### src/design/ttce_pkg.sv
// Shared types and constants of the terminal cursor engine.
package ttce_pkg;

    localparam int MAX_RES   = 5;
    localparam int CFG_IDX_W = 1;

    localparam logic [7:0] CH_CR    = 8'h0D;
    localparam logic [7:0] CH_LF    = 8'h0A;
    localparam logic [7:0] CH_BS    = 8'h08;
    localparam logic [7:0] CH_FIRST = 8'd32;
    localparam logic [7:0] CH_LAST  = 8'd126;

    localparam logic [7:0] ECHO_RESET   = 8'd1;
    localparam logic [7:0] PERIOD_RESET = 8'd10;

    typedef enum logic [1:0] {
        CMD_RX   = 2'd0,
        CMD_KEY  = 2'd1,
        CMD_TICK = 2'd2,
        CMD_SHOW = 2'd3
    } kind_t;

    typedef enum logic [2:0] {
        OP_DRAW    = 3'd0,
        OP_CLEAR   = 3'd1,
        OP_CUR_ON  = 3'd2,
        OP_CUR_OFF = 3'd3,
        OP_SCROLL  = 3'd4,
        OP_TX      = 3'd5
    } op_t;

    typedef enum logic [2:0] {
        BC_NONE,
        BC_PRINT,
        BC_CR,
        BC_LF,
        BC_BS
    } bclass_t;

    typedef enum logic [CFG_IDX_W-1:0] {
        REG_LOCAL_ECHO   = 1'd0,
        REG_BLINK_PERIOD = 1'd1
    } reg_idx_t;

    typedef struct packed {
        logic [1:0] cmd;
        logic [7:0] data_byte;
    } req_t;

    typedef struct packed {
        op_t        op;
        logic [6:0] col;
        logic [4:0] row;
        logic [7:0] glyph;
        logic       last;
    } res_t;

    // Classified request handed from front to back
    typedef struct packed {
        kind_t      kind;
        logic [1:0] tx_cnt;
        logic [7:0] byte_a;
        bclass_t    class_a;
        logic [7:0] byte_b;
        bclass_t    class_b;
    } cls_t;

    typedef struct packed {
        logic                 we;
        logic [CFG_IDX_W-1:0] index;
        logic [7:0]           data;
    } cfg_wr_t;

endpackage

### src/design/text_terminal_cursor_engine.sv
// Top level of the terminal cursor engine: intake, queue and execution.
// Usage:
//   req channel (req_valid / req_stall / req): one request per accepted beat,
//   cmd selects received byte, key byte, timer tick or cursor show.
//   res channel (res_valid / res_stall / res): display commands and UART
//   transmit bytes in order; last marks the final command of a request.
//   cfg channel (cfg_valid / cfg_ready / cfg_index / cfg_data): register 0 is
//   local echo, register 1 the blink period; cfg_ready is always high and
//   writes should land only while the engine is idle.
// Path: a request's first command passes through the queue register and then
//   the output buffer register before it is valid on res.
// Throughput: a request occupies the execution stage until its k commands (0
//   to 5) are taken from the output buffer, which sends one command per cycle
//   unless res_stall holds it; the next request loads in the cycle the last
//   command is taken.
// The two-entry request queue raises req_stall only when full.
// While res_stall is high the current command holds and the queue fills.
// Reset: cursor at column 0 of the bottom row, hidden, blink counter clear,
//   local echo on, blink period 10, queue and output empty.
module text_terminal_cursor_engine #(
    parameter int NUM_COLS = 72,
    parameter int NUM_ROWS = 18
) (
    input  logic                           clk,
    input  logic                           rst_n,
    input  logic                           req_valid,
    output logic                           req_stall,
    input  ttce_pkg::req_t                 req,
    output logic                           res_valid,
    input  logic                           res_stall,
    output ttce_pkg::res_t                 res,
    input  logic                           cfg_valid,
    output logic                           cfg_ready,
    input  logic [ttce_pkg::CFG_IDX_W-1:0] cfg_index,
    input  logic [7:0]                     cfg_data
);

    logic              push, q_full, q_pop, q_avail;
    ttce_pkg::cls_t    cls, q_item;
    ttce_pkg::cfg_wr_t cfg;

    assign cfg_ready = 1'b1;
    assign req_stall = q_full;
    assign cfg.we    = cfg_valid && cfg_ready;
    assign cfg.index = cfg_index;
    assign cfg.data  = cfg_data;

    ttce_front u_front (
        .req       (req),
        .req_valid (req_valid),
        .q_full    (q_full),
        .push      (push),
        .cls       (cls)
    );

    ttce_queue u_queue (
        .clk   (clk),
        .rst_n (rst_n),
        .push  (push),
        .din   (cls),
        .full  (q_full),
        .pop   (q_pop),
        .avail (q_avail),
        .dout  (q_item)
    );

    ttce_back #(
        .NUM_COLS (NUM_COLS),
        .NUM_ROWS (NUM_ROWS)
    ) u_back (
        .clk       (clk),
        .rst_n     (rst_n),
        .q_avail   (q_avail),
        .q_item    (q_item),
        .q_pop     (q_pop),
        .cfg       (cfg),
        .res_valid (res_valid),
        .res_stall (res_stall),
        .res       (res)
    );

endmodule

### src/design/ttce_front.sv
// Request intake: decodes each request into a classified command.
module ttce_front (
    input  ttce_pkg::req_t req,
    input  logic           req_valid,
    input  logic           q_full,
    output logic           push,
    output ttce_pkg::cls_t cls
);

    function automatic ttce_pkg::bclass_t classify(logic [7:0] b);
        ttce_pkg::bclass_t c;
        c = ttce_pkg::BC_NONE;
        if (b == ttce_pkg::CH_CR)
            c = ttce_pkg::BC_CR;
        else if (b == ttce_pkg::CH_LF)
            c = ttce_pkg::BC_LF;
        else if (b == ttce_pkg::CH_BS)
            c = ttce_pkg::BC_BS;
        else if (b >= ttce_pkg::CH_FIRST && b <= ttce_pkg::CH_LAST)
            c = ttce_pkg::BC_PRINT;
        return c;
    endfunction

    ttce_pkg::bclass_t data_class;

    assign data_class = classify(req.data_byte);
    assign push       = req_valid && !q_full;

    always_comb
    begin
        cls         = '0;
        cls.kind    = ttce_pkg::kind_t'(req.cmd);
        cls.byte_a  = req.data_byte;
        cls.class_a = data_class;
        cls.byte_b  = ttce_pkg::CH_LF;
        cls.class_b = ttce_pkg::BC_LF;
        if (cls.kind == ttce_pkg::CMD_KEY)
        begin
            case (data_class)
                // Enter goes out as CR then LF
                ttce_pkg::BC_LF:
                begin
                    cls.tx_cnt  = 2'd2;
                    cls.byte_a  = ttce_pkg::CH_CR;
                    cls.class_a = ttce_pkg::BC_CR;
                end
                ttce_pkg::BC_PRINT, ttce_pkg::BC_BS: cls.tx_cnt = 2'd1;
                default: cls.tx_cnt = 2'd0;
            endcase
        end
    end

endmodule

### src/design/ttce_queue.sv
// Two-entry queue of classified requests between front and back.
module ttce_queue (
    input  logic           clk,
    input  logic           rst_n,
    input  logic           push,
    input  ttce_pkg::cls_t din,
    output logic           full,
    input  logic           pop,
    output logic           avail,
    output ttce_pkg::cls_t dout
);

    ttce_pkg::cls_t mem_reg [2];
    logic       wr_ptr_reg, wr_ptr_next;
    logic       rd_ptr_reg, rd_ptr_next;
    logic [1:0] count_reg, count_next;

    assign full  = (count_reg == 2'd2);
    assign avail = (count_reg != 2'd0);
    assign dout  = mem_reg[rd_ptr_reg];

    always_comb
    begin
        wr_ptr_next = wr_ptr_reg ^ push;
        rd_ptr_next = rd_ptr_reg ^ pop;
        count_next  = count_reg + {1'b0, push} - {1'b0, pop};
    end

    always_ff @(posedge clk or negedge rst_n)
    begin
        if (!rst_n)
        begin
            wr_ptr_reg <= 1'b0;
            rd_ptr_reg <= 1'b0;
            count_reg  <= 2'd0;
        end
        else
        begin
            wr_ptr_reg <= wr_ptr_next;
            rd_ptr_reg <= rd_ptr_next;
            count_reg  <= count_next;
        end
    end

    always_ff @(posedge clk)
    begin
        if (push)
            mem_reg[wr_ptr_reg] <= din;
    end

endmodule

### src/design/ttce_back.sv
// Execution side: cursor state, command list build and result output.
module ttce_back #(
    parameter int NUM_COLS = 72,
    parameter int NUM_ROWS = 18
) (
    input  logic              clk,
    input  logic              rst_n,
    input  logic              q_avail,
    input  ttce_pkg::cls_t    q_item,
    output logic              q_pop,
    input  ttce_pkg::cfg_wr_t cfg,
    output logic              res_valid,
    input  logic              res_stall,
    output ttce_pkg::res_t    res
);

    localparam logic [6:0] LAST_COL = 7'(NUM_COLS - 1);
    localparam logic [4:0] LAST_ROW = 5'(NUM_ROWS - 1);
    localparam int         NCAND    = 8;

    typedef struct packed {
        logic           va;
        ttce_pkg::res_t ra;
        logic           vb;
        ttce_pkg::res_t rb;
        logic [6:0]     col;
        logic [4:0]     line;
    } print_t;

    function automatic print_t print_byte(ttce_pkg::bclass_t bc, logic [7:0] b,
                                          logic [6:0] c, logic [4:0] l);
        print_t p;
        p      = '0;
        p.col  = c;
        p.line = l;
        case (bc)
            ttce_pkg::BC_CR: p.col = 7'd0;
            ttce_pkg::BC_LF:
            begin
                p.col = 7'd0;
                if (l == LAST_ROW)
                begin
                    p.va    = 1'b1;
                    p.ra.op = ttce_pkg::OP_SCROLL;
                end
                else
                    p.line = l + 5'd1;
            end
            ttce_pkg::BC_BS:
            begin
                // Nothing to erase at the left margin
                if (c != 7'd0)
                begin
                    p.col    = c - 7'd1;
                    p.va     = 1'b1;
                    p.ra.op  = ttce_pkg::OP_CLEAR;
                    p.ra.col = c - 7'd1;
                    p.ra.row = l;
                end
            end
            ttce_pkg::BC_PRINT:
            begin
                p.va       = 1'b1;
                p.ra.op    = ttce_pkg::OP_DRAW;
                p.ra.col   = c;
                p.ra.row   = l;
                p.ra.glyph = b;
                if (c == LAST_COL)
                begin
                    p.col = 7'd0;
                    if (l == LAST_ROW)
                    begin
                        p.vb    = 1'b1;
                        p.rb.op = ttce_pkg::OP_SCROLL;
                    end
                    else
                        p.line = l + 5'd1;
                end
                else
                    p.col = c + 7'd1;
            end
            default: ;
        endcase
        return p;
    endfunction

    ttce_pkg::res_t buf_reg [ttce_pkg::MAX_RES];
    ttce_pkg::res_t buf_next [ttce_pkg::MAX_RES];
    logic [2:0] rem_reg, rem_next;
    logic [6:0] col_reg, col_next;
    logic [4:0] line_reg, line_next;
    logic       shown_reg, shown_next;
    logic [7:0] blink_reg, blink_next;
    logic       echo_reg, echo_next;
    logic [7:0] period_reg, period_next;

    print_t         pa, pb;
    ttce_pkg::res_t cand [NCAND];
    logic [NCAND-1:0] cv;
    ttce_pkg::res_t lst [ttce_pkg::MAX_RES];
    logic [2:0]     n;
    logic [7:0]     blink_inc;
    logic           is_key, take, load;

    assign res_valid = (rem_reg != 3'd0);
    assign res       = buf_reg[0];
    assign take      = res_valid && !res_stall;
    assign load      = q_avail && (rem_reg == 3'd0 || (rem_reg == 3'd1 && take));
    assign q_pop     = load;

    assign is_key    = (q_item.kind == ttce_pkg::CMD_KEY);
    assign blink_inc = blink_reg + 8'd1;

    // Build the command list of the request at the head of the queue
    always_comb
    begin
        cand = '{default: '0};
        cv   = '0;
        col_next   = col_reg;
        line_next  = line_reg;
        shown_next = shown_reg;
        blink_next = blink_reg;

        pa = print_byte(q_item.class_a, q_item.byte_a, col_reg, line_reg);
        pb = print_byte(q_item.class_b, q_item.byte_b, pa.col, pa.line);

        // Hide the cursor before touching the screen
        cand[0].op  = ttce_pkg::OP_CUR_OFF;
        cand[0].col = col_reg;
        cand[0].row = line_reg;
        cand[1].op    = ttce_pkg::OP_TX;
        cand[1].glyph = q_item.byte_a;
        cand[2] = pa.ra;
        cand[3] = pa.rb;
        cand[4].op    = ttce_pkg::OP_TX;
        cand[4].glyph = q_item.byte_b;
        cand[5] = pb.ra;
        cand[6] = pb.rb;
        cand[7].op = ttce_pkg::OP_CUR_ON;

        case (q_item.kind)
            ttce_pkg::CMD_RX, ttce_pkg::CMD_KEY:
            begin
                logic print_a, print_b;
                print_a = !is_key || (echo_reg && q_item.tx_cnt != 2'd0);
                print_b = is_key && echo_reg && q_item.tx_cnt == 2'd2;
                cv[0] = shown_reg;
                cv[1] = is_key && q_item.tx_cnt != 2'd0;
                cv[2] = print_a && pa.va;
                cv[3] = print_a && pa.vb;
                cv[4] = is_key && q_item.tx_cnt == 2'd2;
                cv[5] = print_b && pb.va;
                cv[6] = print_b && pb.vb;
                cv[7] = 1'b1;
                if (print_b)
                begin
                    col_next  = pb.col;
                    line_next = pb.line;
                end
                else if (print_a)
                begin
                    col_next  = pa.col;
                    line_next = pa.line;
                end
                cand[7].col = col_next;
                cand[7].row = line_next;
                shown_next  = 1'b1;
            end
            ttce_pkg::CMD_TICK:
            begin
                blink_next = blink_inc;
                if (blink_inc >= period_reg)
                begin
                    blink_next  = 8'd0;
                    cv[7]       = 1'b1;
                    cand[7].op  = shown_reg ? ttce_pkg::OP_CUR_OFF : ttce_pkg::OP_CUR_ON;
                    cand[7].col = col_reg;
                    cand[7].row = line_reg;
                    shown_next  = !shown_reg;
                end
            end
            default:
            begin
                col_next    = 7'd0;
                line_next   = LAST_ROW;
                shown_next  = 1'b1;
                cv[7]       = 1'b1;
                cand[7].col = 7'd0;
                cand[7].row = LAST_ROW;
            end
        endcase

        // Pack the active entries in order
        lst = '{default: '0};
        n   = 3'd0;
        for (int i = 0; i < NCAND; i++)
        begin
            if (cv[i] && n < 3'(ttce_pkg::MAX_RES))
            begin
                lst[n] = cand[i];
                n      = n + 3'd1;
            end
        end
        if (n != 3'd0)
            lst[n - 3'd1].last = 1'b1;
    end

    always_comb
    begin
        echo_next   = echo_reg;
        period_next = period_reg;
        if (cfg.we)
        begin
            case (ttce_pkg::reg_idx_t'(cfg.index))
                ttce_pkg::REG_LOCAL_ECHO:   echo_next   = cfg.data[0];
                ttce_pkg::REG_BLINK_PERIOD: period_next = cfg.data;
                default: ;
            endcase
        end
    end

    always_comb
    begin
        buf_next = buf_reg;
        rem_next = rem_reg;
        if (load)
        begin
            buf_next = lst;
            rem_next = n;
        end
        else if (take)
        begin
            // Advance the output list by one
            for (int i = 0; i < ttce_pkg::MAX_RES - 1; i++)
                buf_next[i] = buf_reg[i + 1];
            rem_next = rem_reg - 3'd1;
        end
    end

    always_ff @(posedge clk or negedge rst_n)
    begin
        if (!rst_n)
        begin
            rem_reg    <= 3'd0;
            col_reg    <= 7'd0;
            line_reg   <= LAST_ROW;
            shown_reg  <= 1'b0;
            blink_reg  <= 8'd0;
            echo_reg   <= ttce_pkg::ECHO_RESET[0];
            period_reg <= ttce_pkg::PERIOD_RESET;
        end
        else
        begin
            rem_reg    <= rem_next;
            echo_reg   <= echo_next;
            period_reg <= period_next;
            if (load)
            begin
                col_reg   <= col_next;
                line_reg  <= line_next;
                shown_reg <= shown_next;
                blink_reg <= blink_next;
            end
        end
    end

    always_ff @(posedge clk)
    begin
        buf_reg <= buf_next;
    end

endmodule

### config.mk
export PLATFORM = sky130hd
export DESIGN_NAME = text_terminal_cursor_engine
export DESIGN_NICKNAME = d
export VERILOG_FILES = /design/src/design/ttce_pkg.sv /design/src/design/text_terminal_cursor_engine.sv /design/src/design/ttce_front.sv /design/src/design/ttce_queue.sv /design/src/design/ttce_back.sv
export SDC_FILE = /design/constraint.sdc
export NUM_CORES = 1
export LEC_CHECK = 0
export ABC_AREA = 1
export BUFFER_PORTS_ARGS = -buffer_cell sky130_fd_sc_hd__buf_2
export CELL_PAD_IN_SITES_DETAIL_PLACEMENT = 0
export CELL_PAD_IN_SITES_GLOBAL_PLACEMENT = 1
export CORE_MARGIN = 2
export CORE_UTILIZATION = 51
export CTS_BUF_LIST = sky130_fd_sc_hd__clkbuf_8 sky130_fd_sc_hd__clkbuf_16
export DETAILED_ROUTE_END_ITERATION = 6
export MAX_ROUTING_LAYER = met4
export PLACE_DENSITY_LB_ADDON = 0.1
export SYNTH_ARGS = -nofsm -noshare
export SYNTH_HDL_FRONTEND = slang
export SYNTH_SLANG_ARGS = --single-unit
### constraint.sdc
create_clock -name clk -period 12.73 [get_ports clk]
set_clock_uncertainty 0.05 [all_clocks]
set_input_delay 1.273 -clock clk [delete_from_list [all_inputs] [get_ports clk]]
set_output_delay 1.273 -clock clk [all_outputs]
set_load 0.01 [all_outputs]
Word level (Yosys, flattened, before mapping)
Memory sizes are Yosys's and may differ from the RTL's.
Index checks and enable logic that the tools add are counted.
Storage, ports and cells
  register bits after elaboration: 157
  bits in writable memories: 30
  output and inout port bits: 27
  logic and storage cells: 266
  memories: 1
Operators by class
  add/subtract/negate cells: 18
  $lt $le $gt $ge: 26
  eq/ne operators: 25
  muxes and demuxes: 96
  bitwise operators: 12
  reduce and logical (&&, ||, !) cells: 53
Memory list
  u_queue.mem_reg: words 2, bits a word 15, read ports 1, clocked after memory_dff 0, write ports 1, line ttce_queue.sv:13  | ttce_pkg::cls_t mem_reg [2];
Operators with widths (number)
  $bwmux 120: 8
  $mux 120: 8
  $demux 24 s3: 8
  $mux 96: 2
  $mux 24: 7
  $pmux 12 s2: 3
  $mux 7: 7
  $pmux 7 s3: 2
  $mux 3: 13
  $ge 4x4->1 const B: 8
  $lt 4x1->1 const B: 8
  $mux 16: 2
  $mux 5: 6
  $pmux 5 s2: 3
  $logic_and 1x1->1: 29
  $not 3->4: 7
  $eq 8x4->1 const B: 3
  $mux 4: 6
  $mux 8: 3
  $pmux 4 s3: 2
  $mux 23: 1
  $add 3x1->3 const B: 6
  $lt 3x3->1 const B: 6
  $mux 15: 1
  other kinds (40): 81

Depth between registers and ports, before layout
  word-level depth: 41
  mapped depth: 37

Cells and area by module
From an unflattened synthesis, not the netlist that was laid out.
Unflattened totals
  cells, all modules: 1960
  area total of the unflattened synthesis: 14974.4 um2
By module, submodules not included
  ttce_back: instances 1, cells an instance 1734, area an instance 12340.6 um2
  ttce_queue: instances 1, cells an instance 160, area an instance 2260.9 um2
  ttce_front: instances 1, cells an instance 64, area an instance 361.6 um2
  text_terminal_cursor_engine: instances 1, cells an instance 2, area an instance 11.3 um2

Worst setup path before layout
OpenSTA, ideal clock, no wires.
  kind: register -> register
  start point: register u_back.line_reg[0]
  end point: register u_back.buf_reg, in the netlist u_back.res[0] (data pin)
  data arrival time: 4620 ps
  data required time: 12426 ps
  setup slack: 7806 ps
  cell stages (with the launch flop): 34
  buffers on the path: 0
  clock period less this slack: 4924 ps
  path through: dfstp_2 -> ha_1 -> nand4_1 -> nor2_1 -> nand2_1 -> nand3_4 -> nand2_1 -> inv_1 -> fa_1 -> inv_1 -> nand2_1 -> nand4_2 -> nand2_1 -> nand2_1 -> nand2_2 -> nand2_1 -> nand2_1 -> nand3_2 -> nand2_2 -> ha_1 -> inv_1 -> nand3_1 -> nand2_1 -> nand2_1 -> nand2_4 -> nand2_1 -> o21ai_2 -> nand2_1 -> and2_1 -> ha_1 -> ha_1 -> and3_1 -> nand4_1 -> nand2_1
RTL lines
  start, declared: line ttce_back.sv:91  | logic [4:0] line_reg, line_next;
  start signal, assigned: line ttce_back.sv:260  | line_reg <= line_next;
  end signal, assigned: line ttce_back.sv:269  | buf_reg <= buf_next;
  end, declared: line ttce_back.sv:87  | ttce_pkg::res_t buf_reg [ttce_pkg::MAX_RES];

==> results.txt <==
The run finished with clean final reports. The number of antenna violations at the first check in global routing is 0. Average cell area after synthesis: 7.973 µm². The first global-routing pass estimated 49.26 mm of wire. The run gives 0.4536 as the register area share after synthesis. For this run, the number of Yosys warnings is 0. The final cycle utilization of the critical path came out at 0.5100. The post-synthesis mux area share works out to 0.0008688. The run gives 0 ps as the final setup TNS. After technology mapping, the gate count stands at 1,445. TritonCTS built the clock tree.

The tools report the global router's overall resource usage as 0.2735. The synthesized-area fraction occupied by ao, oa, aoi and oai cells is 0.1212. The sequential group share of total power came out at 0.307. For the starting density of the core, the log shows 0.5231.

Startpoint of the most critical register-to-register path: u_queue.rd_ptr_reg. At the end of routability-driven placement, the weighted congestion stood at 0.9459. Power spread over the standard cell area amounts to 286.9 nW/µm². Setup repair after global routing left no endpoint under its margin. Proportion of total power due to net switching: 0.4887. The run gives 3539 µW as the total design power. Pin placement for this block handled 51 I/O pins. The proportion of power drawn by the clock network is 0.157.

The tools report the area of the die as 23,810 µm². For this run the aggregate overflow at the end of global routing stands at 0. The critical-path cell with the highest stage delay was dfrtp_1.

In the final layout, the multi-input gates occupy 5226 µm². The largest fanout on the critical path is 44. The number of clock sinks is 180. Counting along the longest clock path gives a buffer depth of 2.

The number of gates resized after CTS was 0. In this run the remaining antenna-violating nets after routing total 0. For the via count of the first global-routing pass, the log shows 9,197.

Type of the setup path with the least slack: reg -> reg. In this run the number of H-tree levels came out at 4. The tools report the clock tree root buffer cell as clkbuf_16. Category of the worst setup path capture point: a register. The total count of max-transition violations in the final report was 0.

Entering global routing, the biggest net connects 75 pins. The tools report the arrival time of the worst setup path as 6760 ps. The register with the most flip-flops in the layout has 89 of them. The worst hold path passes through 2 cells.

The logs give 0.536 for the power share of the combinational group and 13,000 ps for the worst path required time. After clock tree synthesis, the clock-pin slew on the worst setup and hold paths is 70 ps. The logs give 1809 µW for the internal power consumption and 2,126 for the total of fill cells in the finished design.

Buffers inserted during clock tree synthesis total 17. The average vias per placed instance works out to 5.452. The share of synthesized flip-flops with an asynchronous set or reset was 0.2056; the share of final-layout standard cells stronger than drive strength 1 was 0.1134.

The min-delay analysis places its worst path in the category reg -> reg. The tools report the violation count after the first detailed-route iteration as 743. The worst setup path is launched from a register. The later pin in the worst-skew pair is clocked with a latency of 440 ps.

The standard-cell row count was 54; the net switching power figure was 1730 µW. The XOR/XNOR share of the synthesized area was 0.01292. For this design, the CTS-stage hold fixing added 0 buffers.

The register-to-register setup slack is 6240 ps. The number of nets at the end of the flow came out at 1,501. The worst hold path terminates at u_back.period_reg[1].

The die is 154.3 µm tall. Start point of the worst min-delay path: u_back.period_reg[1]. In the final layout, flip-flops and latches occupy 5226 µm². The layout overhead on the synthesized area works out to 7.059%. For the summed instance area of the synthesized netlist, the log shows 11,520 µm². The endpoint identified for the worst register-to-register timing path is u_back.buf_reg[48]. When the netlist entered floorplanning its net count stood at 1,504. After detailed routing, the average wire length per cell comes to 17.77 µm. The worst slew slack as a fraction of its limit was 0.3649; the die width was 154.3 µm. The transition time of the tightest slew-check pin works out to 952.6 ps. In the routed design, unresolved DRC markers number 0. Before CTS, the worst setup slack after placement is 6350 ps. Setup violations remaining at the end of the flow were counted as 0. The routed layout has 9,459 vias. Once detailed placement completed, the half-perimeter wirelength came to 22.34 mm. For this run, the leading register cell type out of synthesis is edfxtp_1.

The largest single stage delay on the critical path is 840 ps. The number of enable flip-flop cells after synthesis works out to 143. By area, the combinational part of the netlist is dominated by simple AND/OR/NAND/NOR gates. Port buffering added 49 buffers. The area fraction in and, or, nand and nor cells after synthesis is 0.2783. The total area inside the core boundary comes to 22,030 µm².

The analysis attributes to cell leakage a power of 0.005492 µW. Max-cap violations in this run came to 0. Timing would allow up to 154.0 MHz. Across the VDD grid, the largest voltage drop is 0.2126 mV.

Measured in cells, the most critical reg-to-reg path has a length of 32. Counting distinct cell types in the post-synthesis netlist gives 57. The logs give 6238 ps for the minimum setup slack in the final design and 0 for the post-CTS setup repair buffer count.

The register bit total from synthesis was 180. Cell with the most instances on the worst path: nand2_1. The antenna diode count is 0, and the number of endpoints with negative hold slack in the final report is 0. For this block, the routed nets add up to 30.83 mm of wire. The first TritonRoute pass finished after 5 iterations. The worst path needs 6492 ps of the cycle, external delays included.

The adder and majority gate portion of the synthesized area came out at 0.03866.
==> power groups by stage <==
stage               combinational [µW]  clock [µW]  sequential (µW)
floorplan                         1460           0             1070
global placement                  1870           0             1090
detailed placement                1880           0             1100
CTS                               1890         564             1090
global route                      2130         585             1110
finish                            1900         556             1090
==> per-stage QoR <==
| step | utilization | hold WS (ps) | cell area [µm²] | std cells |
|---|---|---|---|---|
| after detailed placement | 0.5323 | 424.3 | 11720 | 1703 |
| after global routing | 0.5600 | 473.5 | 12330 | 1735 |
| after CTS | 0.5600 | 435.3 | 12330 | 1735 |
| after global placement | 0.5323 | 423.1 | 11720 | 1703 |
| final | 0.5600 | 432.2 | 12330 | 1735 |
| after floorplan | - | 406.7 | 11520 | 1445 |
==> critical path, delay by kind of cell, from the launching register on <==
kind            cells  cell delay (ps)
buf+inv             5              690
simple gates       21             3400
flops               1              840
compound gates      1              100
fa+ha+maj           5             1250
==> metal layers <==
layer | share of wire | up-vias | track usage
met5 | 0 | - | -
met3 | 0.047 | 51 | 0.03474
met1 | 0.43 | 4355 | 0.3427
met2 | 0.49 | 267 | 0.4583
met4 | 0.034 | 0 | 0.1001
li1 | - | 4786 | -
==> worst max-delay path by stage <==
stage | to | depth (start not counted) | start | slack, ps
2_1_floorplan | u_back.res[0] | 33 | u_back.line_reg[0] | 7810
3_3_place_gp | u_back.buf_reg[48] | 33 | u_queue.rd_ptr_reg | 6540
3_5_place_dp | u_back.buf_reg[48] | 32 | u_queue.rd_ptr_reg | 6350
4_1_cts | u_back.buf_reg[48] | 32 | u_queue.rd_ptr_reg | 6330
5_1_grt | u_back.buf_reg[48] | 32 | u_queue.rd_ptr_reg | 5670
6_report | u_back.buf_reg[48] | 32 | u_queue.rd_ptr_reg | 6240
==> layout make-up <==
class	count	area share
repair buffers	53	0.02232
flip-flops and latches	180	0.4237
clock inverters	13	0.01278
well taps	280	0.02840
clock buffers	19	0.03672
inverters	171	0.05234
multi-input cells	1019	0.4237
==> cells in the mapped netlist (3+ instances only) <==
cell type,instances,area share
o22ai_1,4,0.0022
clkbuf_1,28,0.0091
nand3_4,4,0.0061
nor2_4,6,0.0059
inv_1,158,0.051
xnor2_1,3,0.0023
buf_4,29,0.019
nor2_2,5,0.0027
a31oi_1,12,0.0065
nand3_2,6,0.0052
dfstp_2,5,0.011
nor3_1,12,0.0052
nand3_1,97,0.042
nand4_1,14,0.0076
o211ai_1,11,0.0072
o21ai_1,27,0.012
nand2_1,411,0.13
buf_2,7,0.0030
o2111ai_1,10,0.0076
nand2_4,5,0.0049
a21oi_1,50,0.022
o21ai_2,6,0.0046
buf_1,5,0.0016
nor2_1,131,0.043
o21ai_0,104,0.045
nand2_2,17,0.0092
inv_2,11,0.0036
o31ai_1,4,0.0026
dfrtp_1,32,0.070
buf_6,5,0.0049
xor2_1,14,0.011
nor3_2,3,0.0026
o221ai_1,3,0.0023
ha_1,34,0.037
nand4_2,3,0.0033
edfxtp_1,143,0.37
==> cells in the final DEF (no fill, tap or decap), types with 11 or more instances in the layout <==
cell / netlist / routed
dfrtp_1: 32 / 32
nand2_1: 411 / 409
o21ai_1: 27 / 27
nand3_1: 97 / 97
nand4_1: 14 / 14
inv_2: 11 / 12
clkbuf_16: 0 / 17
inv_1: 158 / 157
a31oi_1: 12 / 12
edfxtp_1: 143 / 143
buf_2: 7 / 49
xor2_1: 14 / 14
ha_1: 34 / 34
a21oi_1: 50 / 50
nor2_1: 131 / 131
o21ai_0: 104 / 104
nor3_1: 12 / 12
o211ai_1: 11 / 11
nand2_2: 17 / 17
==> kinds of logic after synthesis <==
family | Yosys count
fa+ha+maj | 35
buf+inv | 246
compound gates | 242
xor+xnor | 17
simple gates | 723
other cells | 1
mux | 1
flops | 180
Note: power is estimated with default switching activity, not from simulation.
